### src/hdl/dtc_pkg.sv
// ----------------------------------------------------------------------------
// dtc_pkg: shared types and constants for the dual timer/counter
// Item layouts, code values and the control bundle between core and timers.
// ----------------------------------------------------------------------------
package dtc_pkg;

	// item kinds
	localparam logic [2:0] KIND_WRITE = 3'd0;
	localparam logic [2:0] KIND_READ  = 3'd1;
	localparam logic [2:0] KIND_TICK  = 3'd2;
	localparam logic [2:0] KIND_GATE  = 3'd3;
	localparam logic [2:0] KIND_COUNT = 3'd4;

	// bus register selects
	localparam logic [1:0] SEL_CTRL = 2'd0;
	localparam logic [1:0] SEL_LOW  = 2'd1;
	localparam logic [1:0] SEL_HIGH = 2'd2;

	// configuration register indexes
	localparam logic [2:0] REG_MODE_CONTROL = 3'd0;
	localparam logic [2:0] REG_PRESCALE0    = 3'd1;
	localparam logic [2:0] REG_PRESCALE1    = 3'd2;
	localparam logic [2:0] REG_FAST0        = 3'd3;
	localparam logic [2:0] REG_FAST1        = 3'd4;

	// timer modes
	localparam logic [1:0] MODE_RELOAD16 = 2'd0;
	localparam logic [1:0] MODE_WRAP16   = 2'd1;
	localparam logic [1:0] MODE_RELOAD8  = 2'd2;
	localparam logic [1:0] MODE_SPLIT    = 2'd3;

	// control flag bit positions
	localparam int unsigned CF_IT0 = 0;
	localparam int unsigned CF_IE0 = 1;
	localparam int unsigned CF_IT1 = 2;
	localparam int unsigned CF_IE1 = 3;
	localparam int unsigned CF_TR0 = 4;
	localparam int unsigned CF_TF0 = 5;
	localparam int unsigned CF_TR1 = 6;
	localparam int unsigned CF_TF1 = 7;

	// mode control bit positions
	localparam int unsigned MC_CT0   = 2;
	localparam int unsigned MC_GATE0 = 3;
	localparam int unsigned MC_CT1   = 6;
	localparam int unsigned MC_GATE1 = 7;

	typedef struct packed {
		logic [2:0] kind;
		logic       channel;
		logic [1:0] reg_select;
		logic [7:0] write_data;
		logic       pin_level;
	} item_t;

	typedef struct packed {
		logic [7:0] read_data;
		logic       ext0_irq;
		logic       timer0_irq;
		logic       ext1_irq;
		logic       timer1_irq;
		logic       overflow_pulse;
	} result_t;

	// per-timer control from the core, valid for the item being processed
	typedef struct packed {
		logic       tick;
		logic       wr_low;
		logic       wr_high;
		logic       pin_ev;
		logic       pin_level;
		logic [7:0] data;
		logic [1:0] mode;
		logic       run;
		logic       act_tick;
		logic       act_cnt;
		logic [7:0] prescale;
		logic       fast;
		logic       clr_all;
		logic       clr_cycle;
	} tmr_ctl_t;

	typedef struct packed {
		logic [7:0] count_low;
		logic [7:0] count_high;
		logic       ovf;
	} tmr_sts_t;

endpackage

### src/hdl/dtc_timer.sv
// ----------------------------------------------------------------------------
// dtc_timer: one timer/counter channel
// Holds counter, reload bytes, prescale dividers and the count pin level.
// ----------------------------------------------------------------------------
module dtc_timer
	import dtc_pkg::*;
(
	input  logic     clk,
	input  logic     arst_n,
	input  tmr_ctl_t ctl,
	output tmr_sts_t sts
);

	logic [7:0]  count_low_q, count_high_q, reload_low_q, reload_high_q;
	logic [11:0] cycle_cnt_q;
	logic [7:0]  edge_cnt_q;
	logic        count_pin_q;

	logic [8:0]  pre_plus;
	logic [11:0] div_limit;
	logic [12:0] cycle_inc;
	logic        cycle_full, tick_adv, falling, edge_adv, adv;
	logic [15:0] value, value_inc, next16;
	logic        ovf;
	logic [7:0]  next_low8;

	// cycle divider limit: (1 or 12) * (prescale + 1)
	assign pre_plus  = {1'b0, ctl.prescale} + 9'd1;
	assign div_limit = ctl.fast ? {3'b000, pre_plus}
		: ({pre_plus, 3'b000} + {1'b0, pre_plus, 2'b00});
	assign cycle_inc  = {1'b0, cycle_cnt_q} + 13'd1;
	assign cycle_full = cycle_inc >= {1'b0, div_limit};
	assign tick_adv   = ctl.tick && ctl.act_tick && cycle_full;

	// falling count pin edge through the edge divider
	assign falling  = ctl.pin_ev && count_pin_q && !ctl.pin_level;
	assign edge_adv = falling && ctl.act_cnt && (edge_cnt_q == ctl.prescale);
	assign adv      = tick_adv || edge_adv;

	// next counter value on one count
	assign value     = {count_high_q, count_low_q};
	assign value_inc = value + 16'd1;
	always_comb begin
		next16    = value_inc;
		next_low8 = count_low_q + 8'd1;
		if (ctl.mode == MODE_RELOAD8) begin
			ovf = &count_low_q;
			if (ovf) begin
				next_low8 = count_high_q;
			end
		end else begin
			ovf = &value;
			if (ovf) begin
				next16 = (ctl.mode == MODE_RELOAD16) ? {reload_high_q, reload_low_q} : 16'd0;
			end
		end
	end

	assign sts.count_low  = count_low_q;
	assign sts.count_high = count_high_q;
	assign sts.ovf        = adv && ovf;

	// dividers and pin level
	always_ff @(posedge clk or negedge arst_n) begin
		if (!arst_n) begin
			cycle_cnt_q <= '0;
			edge_cnt_q  <= '0;
			count_pin_q <= 1'b1;
		end else begin
			if (ctl.clr_all) begin
				cycle_cnt_q <= '0;
				edge_cnt_q  <= '0;
			end else if (ctl.clr_cycle) begin
				cycle_cnt_q <= '0;
			end else begin
				if (ctl.tick && ctl.act_tick) begin
					cycle_cnt_q <= cycle_full ? 12'd0 : cycle_inc[11:0];
				end
				if (falling && ctl.act_cnt) begin
					edge_cnt_q <= edge_adv ? 8'd0 : edge_cnt_q + 8'd1;
				end
			end
			if (ctl.pin_ev) begin
				count_pin_q <= ctl.pin_level;
			end
		end
	end

	// counter and reload bytes: bus writes or a count
	always_ff @(posedge clk or negedge arst_n) begin
		if (!arst_n) begin
			count_low_q   <= '0;
			count_high_q  <= '0;
			reload_low_q  <= '0;
			reload_high_q <= '0;
		end else if (adv) begin
			if (ctl.mode == MODE_RELOAD8) begin
				count_low_q <= next_low8;
			end else begin
				count_low_q  <= next16[7:0];
				count_high_q <= next16[15:8];
			end
		end else if (ctl.wr_low || ctl.wr_high) begin
			if (ctl.mode == MODE_RELOAD8) begin
				if (ctl.wr_low) count_low_q <= ctl.data;
				else count_high_q <= ctl.data;
			end else if (ctl.mode == MODE_RELOAD16 && ctl.run) begin
				if (ctl.wr_low) reload_low_q <= ctl.data;
				else reload_high_q <= ctl.data;
			end else begin
				if (ctl.wr_low) begin
					count_low_q  <= ctl.data;
					reload_low_q <= ctl.data;
				end else begin
					count_high_q  <= ctl.data;
					reload_high_q <= ctl.data;
				end
			end
		end
	end

endmodule

### src/hdl/dual_timer_counter_8051_style_core.sv
// ----------------------------------------------------------------------------
// dual_timer_counter_8051_style_core: two timer/counters with prescalers
// Item register, control flag logic, two timer channels and a result register.
// ----------------------------------------------------------------------------
// An item waits in the item register; its result is registered when it fires.
// Throughput: one item per cycle unless a waiting result stalls; the item and
// result registers hold one item each; a waiting result stalls a full one.
// Reset clears flags, counters and dividers, sets pin levels high and
// leaves the item and result registers empty.
module dual_timer_counter_8051_style_core
	import dtc_pkg::*;
(
	input  logic       clk,
	input  logic       arst_n,
	input  logic       req_valid,
	output logic       req_ready,
	input  item_t      req,
	output logic       rsp_valid,
	input  logic       rsp_ready,
	output result_t    rsp,
	input  logic       cfg_we,
	input  logic [2:0] cfg_index,
	input  logic [7:0] cfg_wdata
);

	logic        valid_s1;
	item_t       item_s1;
	logic        fire;

	logic [7:0]  mode_control_q;
	logic [7:0]  prescale_q [2];
	logic        fast_q [2];
	logic [7:0]  control_q;
	logic [1:0]  gate_q;

	logic [7:0]  control_n;
	logic [1:0]  gate_n;
	tmr_ctl_t    ctl [2];
	tmr_sts_t    sts [2];
	logic [1:0]  mode_raw [2];
	logic [1:0]  base_act;
	logic [1:0]  ct_sel;
	logic [1:0]  gate_en;
	logic [1:0]  run;
	result_t     rsp_n;
	logic [7:0]  rd;

	// handshake and item register
	assign fire      = valid_s1 && (!rsp_valid || rsp_ready);
	assign req_ready = !valid_s1 || fire;

	always_ff @(posedge clk or negedge arst_n) begin
		if (!arst_n) begin
			valid_s1 <= 1'b0;
		end else if (req_ready) begin
			valid_s1 <= req_valid;
		end
	end

	always_ff @(posedge clk) begin
		if (req_valid && req_ready) begin
			item_s1 <= req;
		end
	end

	// configuration registers
	always_ff @(posedge clk or negedge arst_n) begin
		if (!arst_n) begin
			mode_control_q <= '0;
			prescale_q[0]  <= '0;
			prescale_q[1]  <= '0;
			fast_q[0]      <= 1'b0;
			fast_q[1]      <= 1'b0;
		end else if (cfg_we) begin
			case (cfg_index)
				REG_MODE_CONTROL: mode_control_q <= cfg_wdata;
				REG_PRESCALE0:    prescale_q[0] <= cfg_wdata;
				REG_PRESCALE1:    prescale_q[1] <= cfg_wdata;
				REG_FAST0:        fast_q[0] <= cfg_wdata[0];
				REG_FAST1:        fast_q[1] <= cfg_wdata[0];
				default:          ;
			endcase
		end
	end

	// per-timer mode fields and activity
	assign mode_raw[0] = mode_control_q[1:0];
	assign mode_raw[1] = mode_control_q[5:4];
	assign ct_sel  = {mode_control_q[MC_CT1], mode_control_q[MC_CT0]};
	assign gate_en = {mode_control_q[MC_GATE1], mode_control_q[MC_GATE0]};
	assign run     = {control_q[CF_TR1], control_q[CF_TR0]};

	always_comb begin
		for (int n = 0; n < 2; n++) begin
			base_act[n] = run[n] && (!gate_en[n] || gate_q[n]);
		end
		// timer 1 in split mode is stopped
		if (mode_raw[1] == MODE_SPLIT) base_act[1] = 1'b0;
	end

	// control bundles for the two channels
	always_comb begin
		for (int n = 0; n < 2; n++) begin
			ctl[n].tick      = fire && item_s1.kind == KIND_TICK;
			ctl[n].wr_low    = fire && item_s1.kind == KIND_WRITE
				&& item_s1.channel == n[0] && item_s1.reg_select == SEL_LOW;
			ctl[n].wr_high   = fire && item_s1.kind == KIND_WRITE
				&& item_s1.channel == n[0] && item_s1.reg_select == SEL_HIGH;
			ctl[n].pin_ev    = fire && item_s1.kind == KIND_COUNT && item_s1.channel == n[0];
			ctl[n].pin_level = item_s1.pin_level;
			ctl[n].data      = item_s1.write_data;
			ctl[n].mode      = mode_raw[n];
			ctl[n].run       = run[n];
			ctl[n].act_tick  = base_act[n] && !ct_sel[n];
			ctl[n].act_cnt   = base_act[n] && ct_sel[n];
			ctl[n].prescale  = prescale_q[n];
			ctl[n].fast      = fast_q[n];
			ctl[n].clr_all   = cfg_we
				&& cfg_index == (n[0] ? REG_PRESCALE1 : REG_PRESCALE0);
			ctl[n].clr_cycle = cfg_we && cfg_index == (n[0] ? REG_FAST1 : REG_FAST0)
				&& cfg_wdata[0] != fast_q[n];
		end
		// timer 0 in split mode runs as 16-bit auto-reload
		if (mode_raw[0] == MODE_SPLIT) ctl[0].mode = MODE_RELOAD16;
	end

	dtc_timer u_timer0 (
		.clk    (clk),
		.arst_n (arst_n),
		.ctl    (ctl[0]),
		.sts    (sts[0])
	);

	dtc_timer u_timer1 (
		.clk    (clk),
		.arst_n (arst_n),
		.ctl    (ctl[1]),
		.sts    (sts[1])
	);

	// next control flags and gate levels
	always_comb begin
		control_n = control_q;
		gate_n    = gate_q;
		case (item_s1.kind)
			KIND_WRITE: begin
				if (item_s1.reg_select == SEL_CTRL) control_n = item_s1.write_data;
			end
			KIND_GATE: begin
				gate_n[item_s1.channel] = item_s1.pin_level;
				if (!item_s1.channel) begin
					if (control_q[CF_IT0]) begin
						if (gate_q[0] && !item_s1.pin_level) control_n[CF_IE0] = 1'b1;
					end else begin
						control_n[CF_IE0] = !item_s1.pin_level;
					end
				end else begin
					if (control_q[CF_IT1]) begin
						if (gate_q[1] && !item_s1.pin_level) control_n[CF_IE1] = 1'b1;
					end else begin
						control_n[CF_IE1] = !item_s1.pin_level;
					end
				end
			end
			KIND_TICK, KIND_COUNT: begin
				if (sts[0].ovf) control_n[CF_TF0] = 1'b1;
				if (sts[1].ovf) control_n[CF_TF1] = 1'b1;
			end
			default: ;
		endcase
	end

	always_ff @(posedge clk or negedge arst_n) begin
		if (!arst_n) begin
			control_q <= '0;
			gate_q    <= 2'b11;
		end else if (fire) begin
			control_q <= control_n;
			gate_q    <= gate_n;
		end
	end

	// read data
	always_comb begin
		rd = '0;
		if (item_s1.kind == KIND_READ) begin
			case (item_s1.reg_select)
				SEL_CTRL: rd = control_q;
				SEL_LOW:  rd = sts[item_s1.channel].count_low;
				SEL_HIGH: rd = sts[item_s1.channel].count_high;
				default:  rd = '0;
			endcase
		end
	end

	// result assembly
	always_comb begin
		rsp_n.read_data      = rd;
		rsp_n.ext0_irq       = control_n[CF_IT0] ? control_n[CF_IE0] : !gate_n[0];
		rsp_n.timer0_irq     = control_n[CF_TF0];
		rsp_n.ext1_irq       = control_n[CF_IT1] ? control_n[CF_IE1] : !gate_n[1];
		rsp_n.timer1_irq     = control_n[CF_TF1];
		rsp_n.overflow_pulse = sts[0].ovf;
	end

	// result register
	always_ff @(posedge clk or negedge arst_n) begin
		if (!arst_n) begin
			rsp_valid <= 1'b0;
		end else if (fire) begin
			rsp_valid <= 1'b1;
		end else if (rsp_ready) begin
			rsp_valid <= 1'b0;
		end
	end

	always_ff @(posedge clk) begin
		if (fire) begin
			rsp <= rsp_n;
		end
	end

	// checks
	a_pulse_sets_flag: assert property (@(posedge clk) disable iff (!arst_n)
		rsp_valid && rsp.overflow_pulse |-> rsp.timer0_irq)
		else $error("overflow pulse without timer 0 flag");

	a_stall_cause: assert property (@(posedge clk) disable iff (!arst_n)
		!req_ready |-> valid_s1 && rsp_valid && !rsp_ready)
		else $error("input stalled without a held result");

	a_read_zero: assert property (@(posedge clk) disable iff (!arst_n)
		fire && item_s1.kind != KIND_READ |=> rsp.read_data == 8'd0)
		else $error("non-read item returned read data");

	a_tf_sticky: assert property (@(posedge clk) disable iff (!arst_n)
		fire && control_q[CF_TF0] && item_s1.kind != KIND_WRITE |=> control_q[CF_TF0])
		else $error("timer 0 flag cleared without a control write");

endmodule
### config.mk
export PLATFORM = sky130hd
export DESIGN_NAME = dual_timer_counter_8051_style_core
export DESIGN_NICKNAME = d
export VERILOG_FILES = /design/src/hdl/dtc_pkg.sv /design/src/hdl/dtc_timer.sv /design/src/hdl/dual_timer_counter_8051_style_core.sv
export SDC_FILE = /design/constraint.sdc
export NUM_CORES = 1
export LEC_CHECK = 0
export BUFFER_PORTS_ARGS = -buffer_cell sky130_fd_sc_hd__clkbuf_2
export CORE_MARGIN = 2
export CORE_UTILIZATION = 35
export CTS_BUF_LIST = sky130_fd_sc_hd__clkbuf_2 sky130_fd_sc_hd__clkbuf_4 sky130_fd_sc_hd__clkbuf_8
export CTS_CLUSTER_SIZE = 10
export DETAILED_ROUTE_END_ITERATION = 8
export HOLD_SLACK_MARGIN = 0.1
export PLACE_DENSITY = 0.61
export SLEW_MARGIN = 20
export SYNTH_ARGS = -nofsm -noshare
export SYNTH_HDL_FRONTEND = slang
export SYNTH_SLANG_ARGS = --single-unit
### constraint.sdc
create_clock -name clk -period 12.7 [get_ports clk]
set_input_delay 2.54 -clock clk [delete_from_list [all_inputs] [get_ports clk]]
set_output_delay 2.54 -clock clk [all_outputs]
set_load 0.1 [all_outputs]
Yosys cells after proc, flatten, opt, wreduce, memory -nomap -nowiden
Cells that the tools add are included.
{"block": "word_totals", "register_bits": 172, "inputBits": 31, "output_inout_bits": 15, "elab_cells": 257}
{"block": "classes", "addsub": 12, "n_lt_le_gt_ge": 5, "eq_ne": 24, "muxes": 79, "n_bitwise": 8, "n_reduce_logical": 94}
{"operator": "2-to-1 mux 8 bit", "count": 35}
{"operator": "2-to-1 mux 12 bit", "count": 10}
{"operator": "2-to-1 mux 16 bit", "count": 4}
{"operator": "2-to-1 mux 17 bit", "count": 3}
{"operator": "logical AND 1 bit", "count": 44}
{"operator": "adder 16 x 1 -> 16 bit, second input constant", "count": 2}
{"operator": "adder 8 x 1 -> 8 bit, second input constant", "count": 4}
{"operator": "AND reduction 16 bit", "count": 2}
{"operator": "adder 12 x 1 -> 13 bit, second input constant", "count": 2}
{"operator": ">= comparator 13 x 12 -> 1 bit", "count": 2}
{"operator": "adder 12 x 11 -> 12 bit", "count": 2}
{"operator": "one-hot mux 8 bit (3 select lines)", "count": 1}
{"operator": "adder 8 x 1 -> 9 bit, second input constant", "count": 2}
{"operator": "2-to-1 mux 1 bit", "count": 18}
{"operator": "AND reduction 2 bit", "count": 9}
{"operator": "equality test 8 bit", "count": 2}
{"operator": "AND reduction 4 bit", "count": 4}
{"operator": "AND reduction 8 bit", "count": 2}
{"operator": "equality test 3 x 2 -> 1 bit, second input constant", "count": 4}
{"operator": "equality test 2 bit, second input constant", "count": 5}
{"operator": "nonzero test 2 bit", "count": 5}
{"operator": "logical NOT 1 bit", "count": 9}
{"operator": "AND reduction 3 bit", "count": 3}
{"operator": "logical OR 1 bit", "count": 8}
{"operator": "20 further kinds", "count": 40}

Logic depth before layout (Yosys ltp)
{"block": "logic_depth", "word_depth": 15, "ltp_mapped": 22, "mapped_depth_nobuf": 19}

By module
Synthesis repeated with hierarchy kept, for this count alone.
{"block": "hier_totals", "hier_cells": 1128, "hier_area_um2": 11103.1}
{"mod": "dtc_timer (u_timer0)", "instances": 1, "cells_per_inst": 438, "area_per_inst_um2": 4038.9, "seq_area_each_um2": 1327.5}
{"mod": "dtc_timer (u_timer1)", "instances": 1, "cells_per_inst": 433, "area_per_inst_um2": 3958.8, "seq_area_each_um2": 1327.5}
{"mod": "dual_timer_counter_8051_style_core", "instances": 1, "cells_per_inst": 257, "area_per_inst_um2": 3105.5, "seq_area_each_um2": 1794.2}

Worst setup path after synthesis
No wires, ideal clock.
{"block": "synth_path", "path_kind": "input to output", "start": "input rsp_ready", "end": "output req_ready", "arrival_time_ps": 3444, "required_time_ps": 10160, "path_slack_ps": 6716, "stages": 2, "path_buffers": 0, "path_cell_list": "nor2b_1 nand2_1"}
{"block": "synth_between", "elab_chain_len": 3}
{"item": "from (decl)", "line_no": "dual_timer_counter_8051_style_core.sv:19", "source": "input logic rsp_ready,"}
{"item": "logical OR 1 bit", "line_no": "dual_timer_counter_8051_style_core.sv:49", "source": "assign fire = valid_s1 && (!rsp_valid || rsp_ready);"}
{"item": "logical AND 1 bit", "line_no": "dual_timer_counter_8051_style_core.sv:49"}
{"item": "logical OR 1 bit", "line_no": "dual_timer_counter_8051_style_core.sv:50", "source": "assign req_ready = !valid_s1 || fire;"}
{"item": "to (decl)", "line_no": "dual_timer_counter_8051_style_core.sv:16", "source": "output logic req_ready,"}
Every way passes these cells.

Worst setup path after layout
Ends and elaborated chain as after synthesis.

==> results.ini <==
[setup_path]
arrival_ns=3.65
cpMostUsedCell=clkbuf_2
critPathRequiredTime_ns=10.16
rrSetupSlack_ns=7.53
reg2reg_to=rsp[1]
critPathSlowestCell=clkbuf_2
rr_worst_depth=19
crit_path_end_kind=primary output
r2r-start=ctl[3]
cp_cell_sequence=clkbuf_2 -> nor2b_1 -> nand2_1 -> clkbuf_2
max_stage_delay_ns=0.43
cp-start-kind=input port
crit_fanout=3
critical_path_class=in -> out

[clocking]
htreeDepth=4
ctsHoldBuffers=0
cts_sinks=172
max-clock-path-buffers=2
cts.reportedPaths.clkPinSlew_ns=0.10
cts_tree=built
cts_root_buf=clkbuf_8
cts_made_buffers=17
postCtsSetupBuffers=0
ctsResizeCount=0
clk_latency_ns=0.49

[synthesis]
syn-num-nets=1220
syn-instance-count=1142
seq_area_frac_synth_pct=39.9
synth_edf_count=28
async_flop_share_pct=83.7
synthTopCellsByCount=dfrtp_1, nand2_1, nor2_1
avgSynthCellArea_um2=9.77
synth.most_common_cell=dfrtp_1
synth_top_flop_cell=dfrtp_1
ys_warn_count=0
yosys.area.top_type=dfrtp_1
synth_area_um2=11200
ys_types=85
synth.area.top_cells=dfrtp_1, mux2_2, edfxtp_1
synthDominantCellAreaShare_pct=31.4
synth-seq-cells=172

[routing]
drt_iter0_drc=548
wl_mm=27.6
wl_per_cell_um=17.6
drtPass1Iterations=5
viasPerCell=5.48
vias=8601
ant_nets=0
drc=0

[die]
die_w_um=183
die_y_um=183
row_count=65
core_um2=31500
start_util_pct=35.5
io-pin-count=46
die_area_um2=33300

[power]
leakagePower_uw=0.00526
total_power_uw=1640
power_density_nw_per_um2=136
peakVddDrop_uv=79.4

[placement]
dp_hpwl_mm=19.6
port_buffers=45
gp_congestion=0.854

[grt]
grt_pass1_wl_mm=45.5
grt_overflow_total=0
grt_max_degree=88
antenna_found_initial=0
gr-usage-all-layers_pct=17.2
first_global_vias=8300

[hold_path]
holdPathStages=1
hold_path_end=u_timer1.reload_high_q[5]
worstHoldStart=u_timer1.reload_high_q[5]
hp-class=reg -> reg

[sta]
fin_setup_tns_ns=0
max_slew_margin_pct=32.4
period_needed_ns=6.19
tightest_slew_ns=1.01
finClkSkew_ns=0.0219
setup_viol=0
rsz0062_at_grt=false
fmax_mhz=162
period_share_pct=48.7
maxSlewViolCount=0
hold_viol_final=0

[final_layout]
final_nets=1232
multiInputGateArea_um2=6280
fillers=3125
antenna_cells=0
register_area_um2=4450
final_layout_size_suffix_gt1_share_pct=16.4
syn_to_final_growth_pct=7.99

[status]
status=finished, final reports clean

[run]
drv_cap=0

==> sequential cells by signal (all words and copies together), names as in the netlist, 2 cells and up <==
name and cells:
rsp 13, u_timer1.edge_cnt_q 8, u_timer1.reload_high_q 8, u_timer1.reload_low_q 8, u_timer0.reload_high_q 8, u_timer0.edge_cnt_q 8
u_timer1.cycle_cnt_q 12, u_timer0.cycle_cnt_q 12, u_timer0.count_high_q 8, item_s1 6, control_q 8, u_timer1.count_low_q 8
gate_q 2, u_timer0.reload_low_q 8, u_timer1.count_high_q 8, ctl 27, u_timer0.count_low_q 8, mode_control_q 8
==> kinds of logic after synthesis <==
group	count (synthesis)	share of synthesized area [%]
XOR/XNOR	90	7.06
adder cells (fa/ha/maj)	47	5.40
buffers and inverters	89	4.00
flip-flops	172	39.9
AND/OR/NAND/NOR	390	18.4
multiplexers	120	11.6
AO/OA/AOI/OAI	234	13.7
==> placed cells by master, fill, tap and decap left out, drive strengths merged, types with 37 or more instances in the layout <==
cell,instances
nand2,98
nand3,52
clkbuf,64
inv,37
xor2,41
nor2,94
dfrtp,140
ha,45
o21ai,72
mux2i,45
a21oi,63
xnor2,49
mux2,75
==> how the worst max path moves through the flow <==
stage / start / end
floorplan: rsp_ready / req_ready
global placement: rsp_ready / req_ready
detailed placement: rsp_ready / req_ready
CTS: rsp_ready / req_ready
global route: rsp_ready / req_ready
finish: rsp_ready / req_ready
==> worst max-delay path: cells and delay by family <==
| kind | cells | cell delay [ns] |
|---|---|---|
| AND/OR/NAND/NOR | 2 | 0.59 |
| buffers and inverters | 2 | 0.52 |
==> per-layer routing <==
metal | part of all wire [%] | routed length, um | track usage [%]
met2 | 44 | 12200 | 26.3
met1 | 49 | 13500 | 24.5
met4 | 1.9 | 515 | 5.42
met5 | 0 | 0 | 0
met3 | 4.9 | 1340 | 3.15
==> area by class of cell <==
| type | count | area share (%) |
|---|---|---|
| multi-input cells | 881 | 52.1 |
| flip-flops and latches | 172 | 36.9 |
| well taps | 402 | 4.17 |
| repair buffers | 51 | 2.29 |
| clock buffers | 20 | 2.28 |
| clock inverters | 12 | 1.24 |
| inverters | 31 | 0.966 |
==> power by group <==
part | switching (uW) | internal (uW)
Clock | 225 | 196
Sequential | 104 | 630
Combinational | 269 | 215
Total | 598 | 1040
==> metrics by stage <==
stage	instances	hold slack, ns	cell area, um2	util [%]	setup slack [ns]
CTS	1569	0.517	12000	38.2	6.54
global placement	1537	0.490	11600	36.9	6.57
detailed placement	1537	0.494	11600	36.9	6.55
global route	1569	0.528	12100	38.3	6.45
floorplan	1142	0.474	11200	-	6.72
finish	1569	0.516	12100	38.3	6.51
Note: power is estimated with default switching activity, not from simulation.
